### src/rtl/hrlc_pkg.sv
`timescale 1ns / 1ps
`default_nettype none

package hrlc_pkg;

  localparam int unsigned LineMaxDefault = 256;
  localparam int unsigned NumMethods     = 9;

  localparam logic [3:0] VersionLen = 4'd8;
  localparam logic [3:0] CitMax     = 4'd15;
  localparam logic [1:0] TokMax     = 2'd3;

  localparam logic [7:0] ChNul   = 8'h00;
  localparam logic [7:0] ChLf    = 8'h0A;
  localparam logic [7:0] ChCr    = 8'h0D;
  localparam logic [7:0] ChSpace = 8'h20;
  localparam logic [7:0] ChDot   = 8'h2E;
  localparam logic [7:0] ChZero  = 8'h30;
  localparam logic [7:0] ChNine  = 8'h39;

  // Method names, right-aligned: the last character sits in the low byte
  localparam logic [63:0] MethodName [NumMethods] = '{
    64'("GET"), 64'("HEAD"), 64'("POST"), 64'("PUT"), 64'("DELETE"),
    64'("CONNECT"), 64'("OPTIONS"), 64'("TRACE"), 64'("PATCH")
  };
  localparam logic [3:0] MethodLen [NumMethods] = '{
    4'd3, 4'd4, 4'd4, 4'd3, 4'd6, 4'd7, 4'd7, 4'd5, 4'd5
  };
  localparam logic [39:0] VersionPrefix = "HTTP/";

  typedef enum logic [2:0] {
    CauseOk,
    CauseNoLineEnd,
    CauseEmpty,
    CauseTooLong,
    CauseBadMethod,
    CauseBadVersion,
    CauseExtraToken
  } fail_cause_e;

  typedef struct packed {
    logic [7:0] data_byte;
    logic       last;
  } item_t;

  typedef struct packed {
    logic       request_ok;
    logic [2:0] fail_cause;
  } result_t;

  typedef struct packed {
    logic [1:0]            token_number;
    logic [3:0]            char_in_token;
    logic [NumMethods-1:0] method_candidates;
    logic                  version_good;
    logic                  inside_token;
    fail_cause_e           first_failure;
  } tok_state_t;

  function automatic tok_state_t tok_reset();
    tok_state_t s;
    s.token_number      = '0;
    s.char_in_token     = '0;
    s.method_candidates = '1;
    s.version_good      = 1'b1;
    s.inside_token      = 1'b0;
    s.first_failure     = CauseOk;
    return s;
  endfunction

  // Keep only the first failure of the line
  function automatic tok_state_t note_failure(tok_state_t s, fail_cause_e c);
    if (s.first_failure == CauseOk) begin
      s.first_failure = c;
    end
    return s;
  endfunction

  // Character k of method i; meaningful only while k is below the length
  function automatic logic [7:0] method_char(int unsigned i, logic [3:0] k);
    logic [2:0] pos;
    pos = 3'(MethodLen[i] - 4'd1 - k);
    return MethodName[i][8*pos +: 8];
  endfunction

  // Close the current token and judge it
  function automatic tok_state_t finish_token(tok_state_t s);
    logic ok;
    ok = 1'b0;
    if (s.token_number == 2'd0) begin
      for (int unsigned i = 0; i < NumMethods; i++) begin
        if (s.method_candidates[i] && (MethodLen[i] == s.char_in_token)) begin
          ok = 1'b1;
        end
      end
      if (!ok) begin
        s = note_failure(s, CauseBadMethod);
      end
    end else if (s.token_number == 2'd2) begin
      if (!(s.version_good && (s.char_in_token == VersionLen))) begin
        s = note_failure(s, CauseBadVersion);
      end
    end
    s.inside_token = 1'b0;
    if (s.token_number < TokMax) begin
      s.token_number = s.token_number + 2'd1;
    end
    return s;
  endfunction

  // Advance the token state by one character of the line
  function automatic tok_state_t ordinary_char(tok_state_t s, logic [7:0] c);
    logic ok;
    ok = 1'b0;
    if (c == ChSpace) begin
      if (s.inside_token) begin
        s = finish_token(s);
      end
    end else begin
      if (!s.inside_token) begin
        s.inside_token      = 1'b1;
        s.char_in_token     = '0;
        s.method_candidates = '1;
        s.version_good      = 1'b1;
        if (s.token_number == TokMax) begin
          s = note_failure(s, CauseExtraToken);
        end
      end
      if (s.token_number == 2'd0) begin
        for (int unsigned i = 0; i < NumMethods; i++) begin
          if ((s.char_in_token >= MethodLen[i]) ||
              (method_char(i, s.char_in_token) != c)) begin
            s.method_candidates[i] = 1'b0;
          end
        end
      end else if (s.token_number == 2'd2) begin
        if (s.char_in_token < 4'd5) begin
          ok = (VersionPrefix[8*(3'(4'd4 - s.char_in_token)) +: 8] == c);
        end else if (s.char_in_token == 4'd6) begin
          ok = (c == ChDot);
        end else if (s.char_in_token < VersionLen) begin
          ok = (c >= ChZero) && (c <= ChNine);
        end else begin
          ok = 1'b0;
        end
        if (!ok) begin
          s.version_good = 1'b0;
        end
      end
      if (s.char_in_token < CitMax) begin
        s.char_in_token = s.char_in_token + 4'd1;
      end
    end
    return s;
  endfunction

endpackage

`default_nettype wire

### src/rtl/hrlc_parser.sv
`timescale 1ns / 1ps
`default_nettype none

module hrlc_parser #(
  parameter int unsigned LINE_MAX = hrlc_pkg::LineMaxDefault
) (
  input  wire logic             clk_i,
  input  wire logic             rst_ni,
  input  wire logic             valid_i,
  input  wire hrlc_pkg::item_t  item_i,
  input  wire logic             free_i,
  output logic                  take_o,
  output logic                  res_valid_o,
  output hrlc_pkg::result_t     res_o
);

  localparam int unsigned    LenW   = $clog2(LINE_MAX + 1);
  localparam logic [LenW:0]  LenSat = (LenW + 1)'(LINE_MAX);

  hrlc_pkg::tok_state_t  tok_q, tok_d, tok_s;
  logic [LenW-1:0]       len_q, len_d;
  logic                  pend_q, pend_d;
  logic                  given_q, given_d;
  logic                  emit;
  hrlc_pkg::fail_cause_e cause;
  logic [1:0]            nchar;
  logic [LenW:0]         len_sum;

  assign take_o = valid_i && free_i;

  // Work out the effect of one byte on the line state
  always_comb begin
    tok_s   = tok_q;
    pend_d  = pend_q;
    given_d = given_q;
    emit    = 1'b0;
    cause   = hrlc_pkg::CauseOk;
    nchar   = 2'd0;
    if (!given_q) begin
      if (item_i.data_byte == hrlc_pkg::ChNul) begin
        emit  = 1'b1;
        cause = hrlc_pkg::CauseNoLineEnd;
      end else if (pend_q && (item_i.data_byte == hrlc_pkg::ChLf)) begin
        pend_d = 1'b0;
        emit   = 1'b1;
        if (tok_s.inside_token) begin
          tok_s = hrlc_pkg::finish_token(tok_s);
        end
        if (len_q == '0) begin
          cause = hrlc_pkg::CauseEmpty;
        end else if ({1'b0, len_q} >= LenSat) begin
          cause = hrlc_pkg::CauseTooLong;
        end else begin
          cause = tok_s.first_failure;
        end
      end else begin
        // A CR not followed by LF is an ordinary character
        if (pend_q) begin
          tok_s = hrlc_pkg::ordinary_char(tok_s, hrlc_pkg::ChCr);
          nchar = nchar + 2'd1;
        end
        pend_d = (item_i.data_byte == hrlc_pkg::ChCr);
        if (item_i.data_byte != hrlc_pkg::ChCr) begin
          tok_s = hrlc_pkg::ordinary_char(tok_s, item_i.data_byte);
          nchar = nchar + 2'd1;
        end
        if (item_i.last) begin
          emit  = 1'b1;
          cause = hrlc_pkg::CauseNoLineEnd;
        end
      end
      given_d = emit;
    end
  end

  // Saturate the line length at the limit
  always_comb begin
    len_sum = {1'b0, len_q} + (LenW + 1)'(nchar);
    len_d   = (len_sum >= LenSat) ? LenSat[LenW-1:0] : len_sum[LenW-1:0];
    tok_d   = tok_s;
  end

  // Update state per byte; the last byte returns everything to reset
  always_ff @(posedge clk_i or negedge rst_ni) begin
    if (!rst_ni) begin
      tok_q   <= hrlc_pkg::tok_reset();
      len_q   <= '0;
      pend_q  <= 1'b0;
      given_q <= 1'b0;
    end else if (take_o) begin
      if (item_i.last) begin
        tok_q   <= hrlc_pkg::tok_reset();
        len_q   <= '0;
        pend_q  <= 1'b0;
        given_q <= 1'b0;
      end else begin
        tok_q   <= tok_d;
        len_q   <= len_d;
        pend_q  <= pend_d;
        given_q <= given_d;
      end
    end
  end

  assign res_valid_o      = take_o && emit;
  assign res_o.request_ok = (cause == hrlc_pkg::CauseOk);
  assign res_o.fail_cause = cause;

endmodule

`default_nettype wire

### config.mk
export PLATFORM = sky130hd
export DESIGN_NAME = hrlc_parser
export DESIGN_NICKNAME = d
export VERILOG_FILES = /design/src/rtl/hrlc_pkg.sv /design/src/rtl/hrlc_parser.sv
export SDC_FILE = /design/constraint.sdc
export NUM_CORES = 1
export LEC_CHECK = 0
export ABC_AREA = 1
export BUFFER_PORTS_ARGS = -buffer_cell sky130_fd_sc_hd__buf_2
export CAP_MARGIN = 30
export CELL_PAD_IN_SITES_DETAIL_PLACEMENT = 1
export CELL_PAD_IN_SITES_GLOBAL_PLACEMENT = 1
export CORE_MARGIN = 2
export CORE_UTILIZATION = 25
export DETAILED_ROUTE_END_ITERATION = 6
export GPL_ROUTABILITY_DRIVEN = 0
export PLACE_DENSITY_LB_ADDON = 0.08
export SYNTH_ARGS = -nofsm -noshare
export SYNTH_HDL_FRONTEND = slang
export SYNTH_SLANG_ARGS = --single-unit
### constraint.sdc
create_clock -name clk_i -period 4.4 [get_ports clk_i]
set_input_delay 0.88 -clock clk_i [delete_from_list [all_inputs] [get_ports clk_i]]
set_output_delay 0.88 -clock clk_i [all_outputs]
set_load 0.01 [all_outputs]
==> out/summary.md, run 1 <==
The run finished with clean final reports. The total area inside the core boundary comes to 15,090 um2. The number of max-slew violations in the final report is 0, and the worst-margin pin slew is 0.8050 ns.

The clock transition time at the flip-flop clock pins of the worst setup and hold paths is 0.06 ns, and the sequential fraction of the synthesis area is 20.56%. The tools report the root buffer cell as clkbuf_16. Post-CTS timing repair inserted 0 buffers for setup. In this run switching power makes up 41.09% of total power.

The first global-routing pass estimated 24,950 um of wire. Ranked by total cell area, the synthesized netlist is headed by dfrtp_1, nand2_1, ha_1. The run gives 0 as the initial antenna violation count. The tools report the capture endpoint of the worst hold path as tok_q[5]$_DFFE_PN1P_. The number of antenna diodes in the final layout is 0.

The finished cells cover 4289 um2. Aggregate global-route resource usage: 19.82%. The tools report the die outline area as 16,340 um2. The endpoint identified for the worst register-to-register timing path is tok_q[10]$_DFFE_PN1P_.

Setup repair after global routing left no endpoint under its margin. The number of flops mapped to enable cells by yosys is 0. The number of failing hold endpoints at the final stage is 0. In this run the count of I/O pins placed on the die edge is 19. Overall power consumption after layout is estimated at 0.001198 W.

Minimum setup slack among reg-to-reg paths: 0.51 ns. The worst pin sits at a relative slew slack of 46.33%. The worst slack on hold paths is 0.4976 ns. In this run the worst path has a maximum fanout of 7. For the worst setup path, the data required time is 4.63 ns.

The clock tree synthesis step divided the H-tree into 2 levels. Synthesis produced 601 cells. In the synthesized netlist the dominant register cell turns out to be dfrtp_1. The library cells used most frequently in the layout, excluding fill and tap cells, are nand2_1, nor2_1, inv_1. The tool flagged a number of max-cap violations equal to 0.

Between clock sinks in the finished design, the worst skew comes to 0.007872 ns. The type of the worst min-delay path is flip-flop to flip-flop. The number of gates resized after CTS was 0. Port buffering added 18 buffers. For this design, the slowest cell found on the critical path is dfrtp_1. The net count of the finished layout is 664. The layout cell share with drive strength beyond 1 was 14.77%; the largest net degree at the start of global routing was 32. Derived from the worst setup path, the maximum achievable clock frequency is 257.0 MHz.

For the worst-skew pair, the clock arrives at the later sink with an insertion delay of 0.29 ns. The aggregate global routing overflow is 0. The endpoint arrival time on the critical path was 4.12 ns; the async set-or-reset flop fraction in the synthesized netlist was 100.0%. The floorplan die width was 127.8 um; the initial cell density of the core was 25.41%.

The count of nets left with antenna violations once routing finished came out at 0. The cell area after synthesis is 3834 um2. The count of cells along the worst register-to-register path is 24, and the routed wire length is 15,680 um. After detailed routing, the number of remaining DRC violations is 0. Walking the worst path, the cells encountered are nand2_1 > inv_2 > ha_1 > nand3_1 > nor2_1 > nand2_1 > nand3_1 > nand2_2 > nand2_2 > clkinvlp_4 > ha_4 > inv_1 > ha_1 > inv_2 > nand2_1 > o21ai_0 > nor2_1 > nor3b_1 > nand3_1 > nor3_1 > nand2_1 > nand2_1 > nand2_1 > nand2_1.

The setup path with the least slack is of type flip-flop to flip-flop. The tree built by TritonCTS fans out to 31 sinks. Cell repeated most along the worst path: nand2_1. The startpoint identified for the worst register-to-register timing path is tok_q[15]$_DFFE_PN0P_. Placed instance area: 4124 um2.

The pre-antenna-repair detailed-routing pass consisted of 4 iterations. The analysis attributes to cell leakage a power of 1.989 nW. The most common library cell in the layout ignoring fill and taps was nand2_1.

The worst hold path begins at tok_q[5]$_DFFE_PN1P_. The worst-case vdd ir drop is 139.5 uV, and the total of flip-flops plus latches after synthesis is 31. Counting both buffers and inverters, the worst setup path holds a total of 4. Sequential cells account for 32.4% of the total power. Per report_power, the clock group accounts for 29.9% of the total.

In this run the vertical extent of the chip is 127.8 um. The tools report the startpoint type of the worst setup path as a flip-flop. The synthesized design spends more area on one cell type than any other, namely dfrtp_1. The count of synthesis-stage warnings from yosys is 0. No sink is reached through more buffers than the 2 on the longest clock path. For the count of final setup violators, the log shows 0. Detailed routing inserted a total of 4,091 vias.

The tools report the via count of the first global-routing pass as 4,455. TritonCTS built the clock tree. The smallest clock period supported by the final layout is computed as 3.891 ns.

In this run the mean area of a mapped cell was 6.379 um2. In this run, distinct cell masters in the synthesized netlist total 48. The tools report the number of nets produced by synthesis as 643. STA classifies the critical path endpoint as a flip-flop.

The routed length per instance is 19.33 um. In this run the power spent charging and discharging nets is 0.0004922 W. Once detailed placement completed, the half-perimeter wirelength came to 12,610 um. The initialized floorplan defines 45 standard-cell rows.

Relative to the synthesized area, the layout overhead comes to 11.88%. The count of cells along the worst hold path was 2. Grouping stages by cell kind, the critical path spends the most delay in simple AND/OR/NAND/NOR gates.

Power spread over the standard cell area amounts to 279.3 nW/um2. The setup TNS was 0 ns; the delay contributed by the slowest stage of the critical path was 0.49 ns. The share of total power dissipated in combinational logic is 37.6%. The internal power contribution was 0.0007057 W; the share of the core filled with cells was 28.42%. The fraction of synthesized cell area taken by the top area cell type is 13.71%.

Number of buffers inserted for hold repair after clock tree synthesis: 0. The final clock period utilization by the worst path was 88.43%. The detailed router finished its first iteration with 191 violations. Buffers inserted during clock tree synthesis total 5. The via-per-instance ratio is 5.044.
==> registers in the layout, indices dropped and copies added, names as in the netlist <==
register	flops
pend_q	1
tok_q	20
len_q	9
given_q	1
==> synth_stat cells (all sizes together) (2+ instances only) <==
master	count
o31ai	2
a21oi	37
a31oi	7
nand3	43
nor3b	2
nor2	71
a32o	2
o21ai	52
a211oi	2
nand2	149
dfstp	10
o2111ai	3
nand4	12
nand3b	2
xor2	15
or2	5
inv	77
and3	2
nor3	18
buf	14
ha	28
clkinv	2
nor4	3
o211ai	6
dfrtp	21
o22ai	10
a21boi	2
==> cells by family after synthesis <==
logic type                 Yosys count  share of synthesized area (%)
xor gates and xnor gates            15                          3.427
adders and majority gates           29                          9.661
and+or+nand+nor                    307                          36.62
DFF                                 31                          20.56
AOI/OAI and AO/OA                  126                          18.99
buffers and inverters               93                          10.74
==> cell type report <==
class / count / area, um2
clock buffer: 7 / 142.6
tap: 188 / 235.2
sequential: 31 / 789.5
clock inverter: 1 / 5.005
fill: 1941 / 10800
timing repair buffer: 28 / 162.7
inverter: 79 / 307.8
multi-input combinational: 477 / 2646
==> power groups by stage <==
stage | Sequential [W] | Combinational (W) | Clock, W
3_3_place_gp | 0.000391 | 0.000449 | 0
5_1_grt | 0.000395 | 0.000510 | 0.000378
4_1_cts | 0.000387 | 0.000453 | 0.000372
6_report | 0.000389 | 0.000451 | 0.000359
3_5_place_dp | 0.000390 | 0.000452 | 0
2_1_floorplan | 0.000367 | 0.000319 | 0
==> worst max-delay path by stage <==
stage                          startpoint                    end  slack, ns  cells after the start
CTS                  tok_q[3]$_DFFE_PN0P_  tok_q[10]$_DFFE_PN1P_       0.13                     23
global route        tok_q[14]$_DFFE_PN0P_  tok_q[10]$_DFFE_PN1P_       0.01                     24
finish              tok_q[15]$_DFFE_PN0P_  tok_q[10]$_DFFE_PN1P_       0.51                     24
floorplan                       item_i[1]   len_q[2]$_DFFE_PN0P_       0.69                     19
detailed placement   tok_q[3]$_DFFE_PN0P_  tok_q[10]$_DFFE_PN1P_       0.18                     23
global placement     tok_q[3]$_DFFE_PN0P_  tok_q[10]$_DFFE_PN1P_       0.32                     23
==> per-layer routing <==
| layer | up-vias | global-route usage [%] | part of all wire, % |
|---|---|---|---|
| met5 | - | 0 | 0 |
| met4 | 0 | 5.430 | 1.8 |
| met3 | 16 | 1.836 | 2.1 |
| met2 | 45 | 36.05 | 50 |
| met1 | 1983 | 24.97 | 46 |
| li1 | 2047 | - | - |
==> metrics by stage <==
step | std cells | worst slack [ns]
after floorplan | 601 | 0.6873
after global placement | 802 | 0.3216
after detailed placement | 803 | 0.1773
after CTS | 811 | 0.1308
after global routing | 811 | 0.01229
final | 811 | 0.5090
==> tightest hold or removal path, stage by stage, from the launching register on <==
cell       delay (ns)
dfstp_2          0.37
inv_1            0.06
a2bb2oi_1        0.06
(Power assumes the default switching activity.)
==> run 2, diff against run 1 <==
==> constraint.sdc (replaced) <==
create_clock -name clk_i -period 4.4 [get_ports clk_i]
set_input_delay 0.66 -clock clk_i [delete_from_list [all_inputs] [get_ports clk_i]]
set_output_delay 0.66 -clock clk_i [all_outputs]
set_load 0.01 [all_outputs]
==> run 2 against run 1 <==
Against the previous run: die area is the same; critical path type unchanged; highest routed layer unchanged; largest power group unchanged; final area grew 0.29%; combinational power is essentially flat.
==> out/summary.md, run 2 (same netlist as run 1, synthesis figures left out) <==
The run finished with clean final reports. The floorplan die width was 127.8 um. The delay contributed by the slowest stage of the critical path was 0.49 ns; the clock transition time at the flip-flop clock pins of the worst setup and hold paths was 0.06 ns.

The final clock period utilization by the worst path came out at 89.40%. VDD sags by at most 135.1 uV. The repair_antennas step left the layout with diodes totalling 0. At the worst endpoint, the required time is 4.62 ns. The endpoint class of the critical path was a flip-flop.

For this run, the top clock speed supported by timing is 254.2 MHz. The analysis attributes to cell leakage a power of 2.017 nW. For the number of max-slew violations in the final report, the log shows 0. The worst-path maximum fanout works out to 10. The worst slack on hold paths is 0.4551 ns, and the number of flip-flops in the largest register is 20.

In the final layout, the registers with the most flip-flops are tok_q x20, len_q x9. The post-route non-filler standard cell count was 814. The register with the most flip-flops in the final layout is tok_q.

Setup violations remaining at the end of the flow were counted as 0. For the worst-skew pair, the clock arrives at the later sink with an insertion delay of 0.28 ns. Once the floorplan was initialized, standard cells occupied 25.41% of the core. Leaving out fill and tap cells, the most frequent cell in the layout is nand2_1. The antenna violation net count after detailed routing is 0. For the count of standard-cell rows, the log shows 45. The final route contains 4,098 vias. Compared with the post-synthesis result, the final layout area differs by 12.21%. Across the routed clock network, the largest skew measured is 0.005875 ns. The die covers 16,340 um2. The run gives 0 as the initial antenna violation count. The critical path is of the flip-flop to flip-flop type.

TritonCTS built the clock tree. Setup repair after global routing left no endpoint under its margin. The number of DRC markers in iteration 0 is 155. For the number of remaining DRC errors, the log shows 0.

Slowest cell on the critical path: dfrtp_2. The count of cells along the worst register-to-register path was 23; the number of max-cap violations was 0. The routed design could run at a clock period as short as 3.934 ns. The min-delay analysis places its worst path in the category input port to asynchronous set/reset pin.

After detailed placement, the design holds a cell count of 806. The cell repeated most along the worst path is nand2_1. Hold repair after CTS inserted 0 buffers. Input and output buffers added on the ports amount to 18. Pin placement for this block handled 19 I/O pins. The tree is rooted in a clkbuf_16.

In the layout the commonest cells are nand2_1, nor2_1, inv_1. The floorplan step set the die height to 127.8 um. The HPWL after detailed placement is 12,540 um, and the wire length of the first global-routing pass is 24,540 um.

After detailed routing, the average wire length per cell comes to 18.89 um. In this run the deepest clock path goes through 2 buffers. After filler insertion, the fill cell instance count of the layout stands at 1,937.

The endpoint arrival time on the critical path came out at 4.16 ns. The share of the core filled with cells was 28.51%; the power per cell area was 278.0 nW/um2. The level count of the clock H-tree is 2.

The core region is 15,090 um2. For the via count of the first global-routing pass, the log shows 4,301. The tools report the startpoint type of the worst setup path as a flip-flop. The routed design has 15,370 um of wire.

The number of setup buffers added after CTS is 0. The layout cell share with drive strength beyond 1 was 15.18%; the via-per-instance ratio was 5.034. Traced cell by cell, the critical path runs through nand2_1 > inv_2 > ha_1 > nand4_2 > nand2_1 > nand3_1 > nand2_2 > nand2_2 > inv_1 > ha_1 > inv_1 > ha_2 > inv_2 > nand2_1 > o21ai_0 > nand2_1 > nor3b_1 > nand3_1 > nor3_1 > nand2_1 > nand2_1 > nand2_1 > nand2_1. The worst-margin pin slew was 0.8627 ns. The logs give 2636 um2 for the area occupied by multi-input gates and 31 for the clock net sink count. The number of failing hold endpoints at the final stage was 0.

Clock tree synthesis inserted a total of 5 buffers. The sequential cell area in the final layout was 790.8 um2. The setup TNS is 0 ns. For this run, the detailed router's first-pass iteration total came to 4. For this run, the post-layout net count is 667. Summed over all layers, the global routing overflow is 0.

In this run the tightest slew margin relative to its limit is 42.04%. The largest net degree at the start of global routing was 32. The tools report the aggregate global-route resource usage as 19.37%.
run 2: per-layer routing:
metal  wire (um)  track usage [%]  vias up
li1            -                -     2046
met1        7256            25.10     1976
met2        7425            34.26       56
met3         313            1.544       20
met4         378            5.947        0
met5           0                0        -
run 2: critical path: cells and delay by family (launching register included):
family / cells / cell delay (ns)
AND/OR/NAND/NOR: 15 / 1.80
AO/OA/AOI/OAI: 1 / 0.16
adder cells (fa/ha/maj): 3 / 0.85
flip-flops: 1 / 0.49
buffers and inverters: 4 / 0.54
run 2: cell type report:
cell class / count / area share [%]
clock inverters: 1 / 0.1163
inverters: 79 / 7.068
repair buffers: 31 / 4.363
clock buffers: 7 / 3.316
multi-input cells: 477 / 61.29
flip-flops and latches: 31 / 18.38
well taps: 188 / 5.468
run 2: through the flow:
step	setup slack, ns	instance area, um2	power, W
finish	0.4664	4302	0.001196
global route	0.01931	4302	0.001286
CTS	0.1858	4297	0.001205
detailed placement	0.2080	4149	0.0008410
global placement	0.2387	4149	0.0008402
floorplan	0.9073	3834	0.0006862
run 2: report_power, final:
group	internal (W)	total, W	switching [W]	leakage, nW
logic	0.000143	0.000450	0.000307	1.56
clock network	0.000224	0.000358	0.000134	0.0739
registers	0.000339	0.000388	0.0000481	0.383
total	0.000707	0.00120	0.000489	2.02
run 2: path summary, 6_finish.rpt:
kind	to	start	slack [ns]
setup / recovery	tok_q[10]$_DFFE_PN1P_	tok_q[3]$_DFFE_PN0P_	0.47
hold / removal	tok_q[14]$_DFFE_PN0P_	rst_ni	0.46
setup reg to reg	tok_q[10]$_DFFE_PN1P_	tok_q[3]$_DFFE_PN0P_	0.47
hold reg to reg	tok_q[5]$_DFFE_PN1P_	tok_q[5]$_DFFE_PN1P_	0.52
max in group asynchronous	tok_q[3]$_DFFE_PN0P_	rst_ni	3.42
min in group clk_i	tok_q[5]$_DFFE_PN1P_	tok_q[5]$_DFFE_PN1P_	0.52
run 2: timing repair:
action | CTS | global route
endpoints found under the setup margin | 0 | 2
gates resized for setup | 0 | 4
hold endpoints to repair | 0 | 0
==> run 3, diff against run 2 <==
--- a/config.mk
+++ b/config.mk
@@ -11,7 +11,8 @@
 export CELL_PAD_IN_SITES_DETAIL_PLACEMENT = 1
 export CELL_PAD_IN_SITES_GLOBAL_PLACEMENT = 1
 export CORE_MARGIN = 2
-export CORE_UTILIZATION = 25
+export CORE_UTILIZATION = 35
+export CTS_CLUSTER_SIZE = 14
 export DETAILED_ROUTE_END_ITERATION = 6
 export GPL_ROUTABILITY_DRIVEN = 0
 export PLACE_DENSITY_LB_ADDON = 0.08
==> run 3 against run 2 <==
Against the previous run: maximum frequency is 1.2% lower; non-clock buffer count decreased by 8; power shrank 8.2%; worst hold slack lost 0.011 ns; register-to-register slack worse by 0.05 ns; largest cell class unchanged; sequential cell count did not move.
==> out/summary.md, run 3 (same netlist as run 1, synthesis figures left out) <==
Power per cell area: 264.8 nW/um2. Worst-path maximum fanout: 10. The die extent in y was 108.7 um; the standby leakage power was 1.948 nW. The most common library cell in the layout ignoring fill and taps was nand2_1. The number of flip-flops in the largest register works out to 20.

The pre-antenna-repair detailed-routing pass consisted of 4 iterations. The tools report the endpoint class of the critical path as a flip-flop. The synthesis-to-layout area growth was 8.159%; the level count of the clock H-tree was 2.

The endpoint arrival time on the critical path is 4.22 ns, and the HPWL after detailed placement is 11,640 um. The count of buffers added on input and output ports is 18. The setup TNS is 0 ns, and the worst-case vdd ir drop is 92.64 uV. Global routing consumed, over all layers together, 25.71% of the routing resources. The run gives 0.01196 ns as the final setup skew. Root buffer cell: clkbuf_8. Worst slack on hold paths: 0.4443 ns. Routed wire length: 14,600 um. The floorplan die width is 108.7 um, and the number of setup buffers added after CTS is 0. The flow ran to the end, and the final reports show no timing, DRC or antenna violations.

In the routed layout, each cell is associated on average with a via count of 5.460. For the pin with the worst max-slew slack, the measured transition is 0.7812 ns. Count of cells along the worst register-to-register path: 23. The logs give 251.2 MHz for the highest achievable clock rate and 0 for the number of max-slew violations in the final report.

The tool flagged a number of max-cap violations equal to 0. The net count of the finished layout is 659, and the die outline area is 11,810 um2. TritonCTS built the clock tree. The tightest min-delay check is of the input port to asynchronous set/reset pin type. Leaving out fill and tap cells, the most frequent cells in the layout are nand2_1, nor2_1, inv_1.

The CTS buffer count came out at 5. Core box area: 10,750 um2. Register with the highest flop count: tok_q. STA puts the critical path data required time at 4.64 ns. For this run the aggregate overflow at the end of global routing stands at 0. Setup repair after global routing left no endpoint under its margin. The smallest clock period supported by the final layout is computed as 3.981 ns.

The logs give 203 for the number of DRC markers in iteration 0 and 4,139 for the via count. The tools report the insertion delay of the later-clocked pin in the worst-skew pair as 0.30 ns. The number of fill cells in the layout is 1,446. Clock net sink count: 31. After clock tree synthesis, the clock-pin slew on the worst setup and hold paths is 0.07 ns. The run gives 0 as the number of buffers inserted for hold repair after clock tree synthesis. The endpoint identified for the worst register-to-register timing path is tok_q[10]$_DFFE_PN1P_. The number of top-level design ports was 19. The worst setup path is launched from a flip-flop.

Initial antenna violation count: 0. The first global-routing pass estimated 23,470 um of wire. The routed length per instance came out at 19.25 um. Entering global routing, the biggest net connects 32 pins.

The final clock period utilization by the worst path came out at 90.48%. The worst register-to-register path begins at tok_q[15]$_DFFE_PN0P_. The count of standard-cell rows is 38, and the initial cell density of the core is 35.68%. Once detail routing completed, the nets flagged for antenna violations numbered 0. The largest registers in the layout are tok_q x20, len_q x9. Setup violations remaining at the end of the flow were counted as 0.

0 antenna diodes ended up in the layout. The clock passes through at most 2 buffers. The via count of the first global-routing pass was 4,407; the number of failing hold endpoints at the final stage was 0.

The layout cell share with drive strength beyond 1 was 13.92%; the number of remaining DRC errors was 0. For flop-to-flop paths, the worst setup slack is 0.42 ns. The worst pin sits at a relative slew slack of 47.92%. The worst setup path is of the flip-flop to flip-flop kind.
run 3: timing repair:
action | CTS | global route
setup endpoints to repair | 0 | 1
gates resized for setup | 0 | 4
endpoints found under the hold margin | 0 | 0
run 3: routing by layer:
metal  up-vias  GRT usage [%]  wire length (um)  share of wire [%]
met4         0          10.26               489                3.4
met5         -              0                 0                  0
met2        61          44.91              7174                 49
li1       2031              -                 -                  -
met1      2018          32.24              6549                 45
met3        29          2.869               381                2.6
run 3: critical path, cell delays in order (launching register included):
cell,delay [ns]
dfrtp_1,0.48
nand2_1,0.11
inv_1,0.21
ha_1,0.25
nand4_2,0.18
nand2_1,0.11
nand2_1,0.06
nand2_2,0.16
nand2_4,0.14
inv_4,0.17
ha_4,0.22
inv_1,0.09
ha_1,0.39
inv_2,0.10
nand2_1,0.18
o21ai_0,0.16
nand2_1,0.08
nor3b_1,0.18
nand3_1,0.11
nor3_1,0.27
nand2_1,0.08
nand2_1,0.08
nand2_1,0.06
nand2_1,0.05
run 3: worst max path at each step:
stage                                startpoint                    end  slack (ns)
after floorplan                       item_i[1]   len_q[2]$_DFFE_PN0P_        0.91
after global placement     tok_q[3]$_DFFE_PN0P_  tok_q[10]$_DFFE_PN1P_        0.35
after detailed placement   tok_q[3]$_DFFE_PN0P_  tok_q[10]$_DFFE_PN1P_        0.18
after CTS                  tok_q[3]$_DFFE_PN0P_  tok_q[10]$_DFFE_PN1P_        0.15
after global routing       tok_q[3]$_DFFE_PN0P_  tok_q[10]$_DFFE_PN1P_        0.03
final                     tok_q[15]$_DFFE_PN0P_  tok_q[10]$_DFFE_PN1P_        0.42
run 3: power by group:
group | leakage, nW | switching, W | internal [W]
Sequential | 0.385 | 0.0000431 | 0.000339
Combinational | 1.51 | 0.000313 | 0.000140
Clock | 0.0515 | 0.000120 | 0.000143
Total | 1.95 | 0.000477 | 0.000621
run 3: final cells by class:
class	instances	area, um2	share of cell area [%]
timing repair buffer	23	127.6	3.078
multi-input combinational	477	2646	63.82
clock buffer	8	100.1	2.414
tap	140	175.2	4.224
inverter	79	307.8	7.423
sequential	31	789.5	19.04
run 3: stage by stage:
step	std cells	util, %	power (W)	setup slack, ns	instance area, um2
4_1_cts	758	38.43	0.001093	0.1491	4129
2_1_floorplan	601	-	0.0006862	0.9073	3834
3_3_place_gp	750	37.49	0.0008207	0.3545	4029
3_5_place_dp	750	37.49	0.0008314	0.1819	4029
6_report	758	38.59	0.001098	0.4187	4146
5_1_grt	758	38.59	0.001171	0.02533	4146
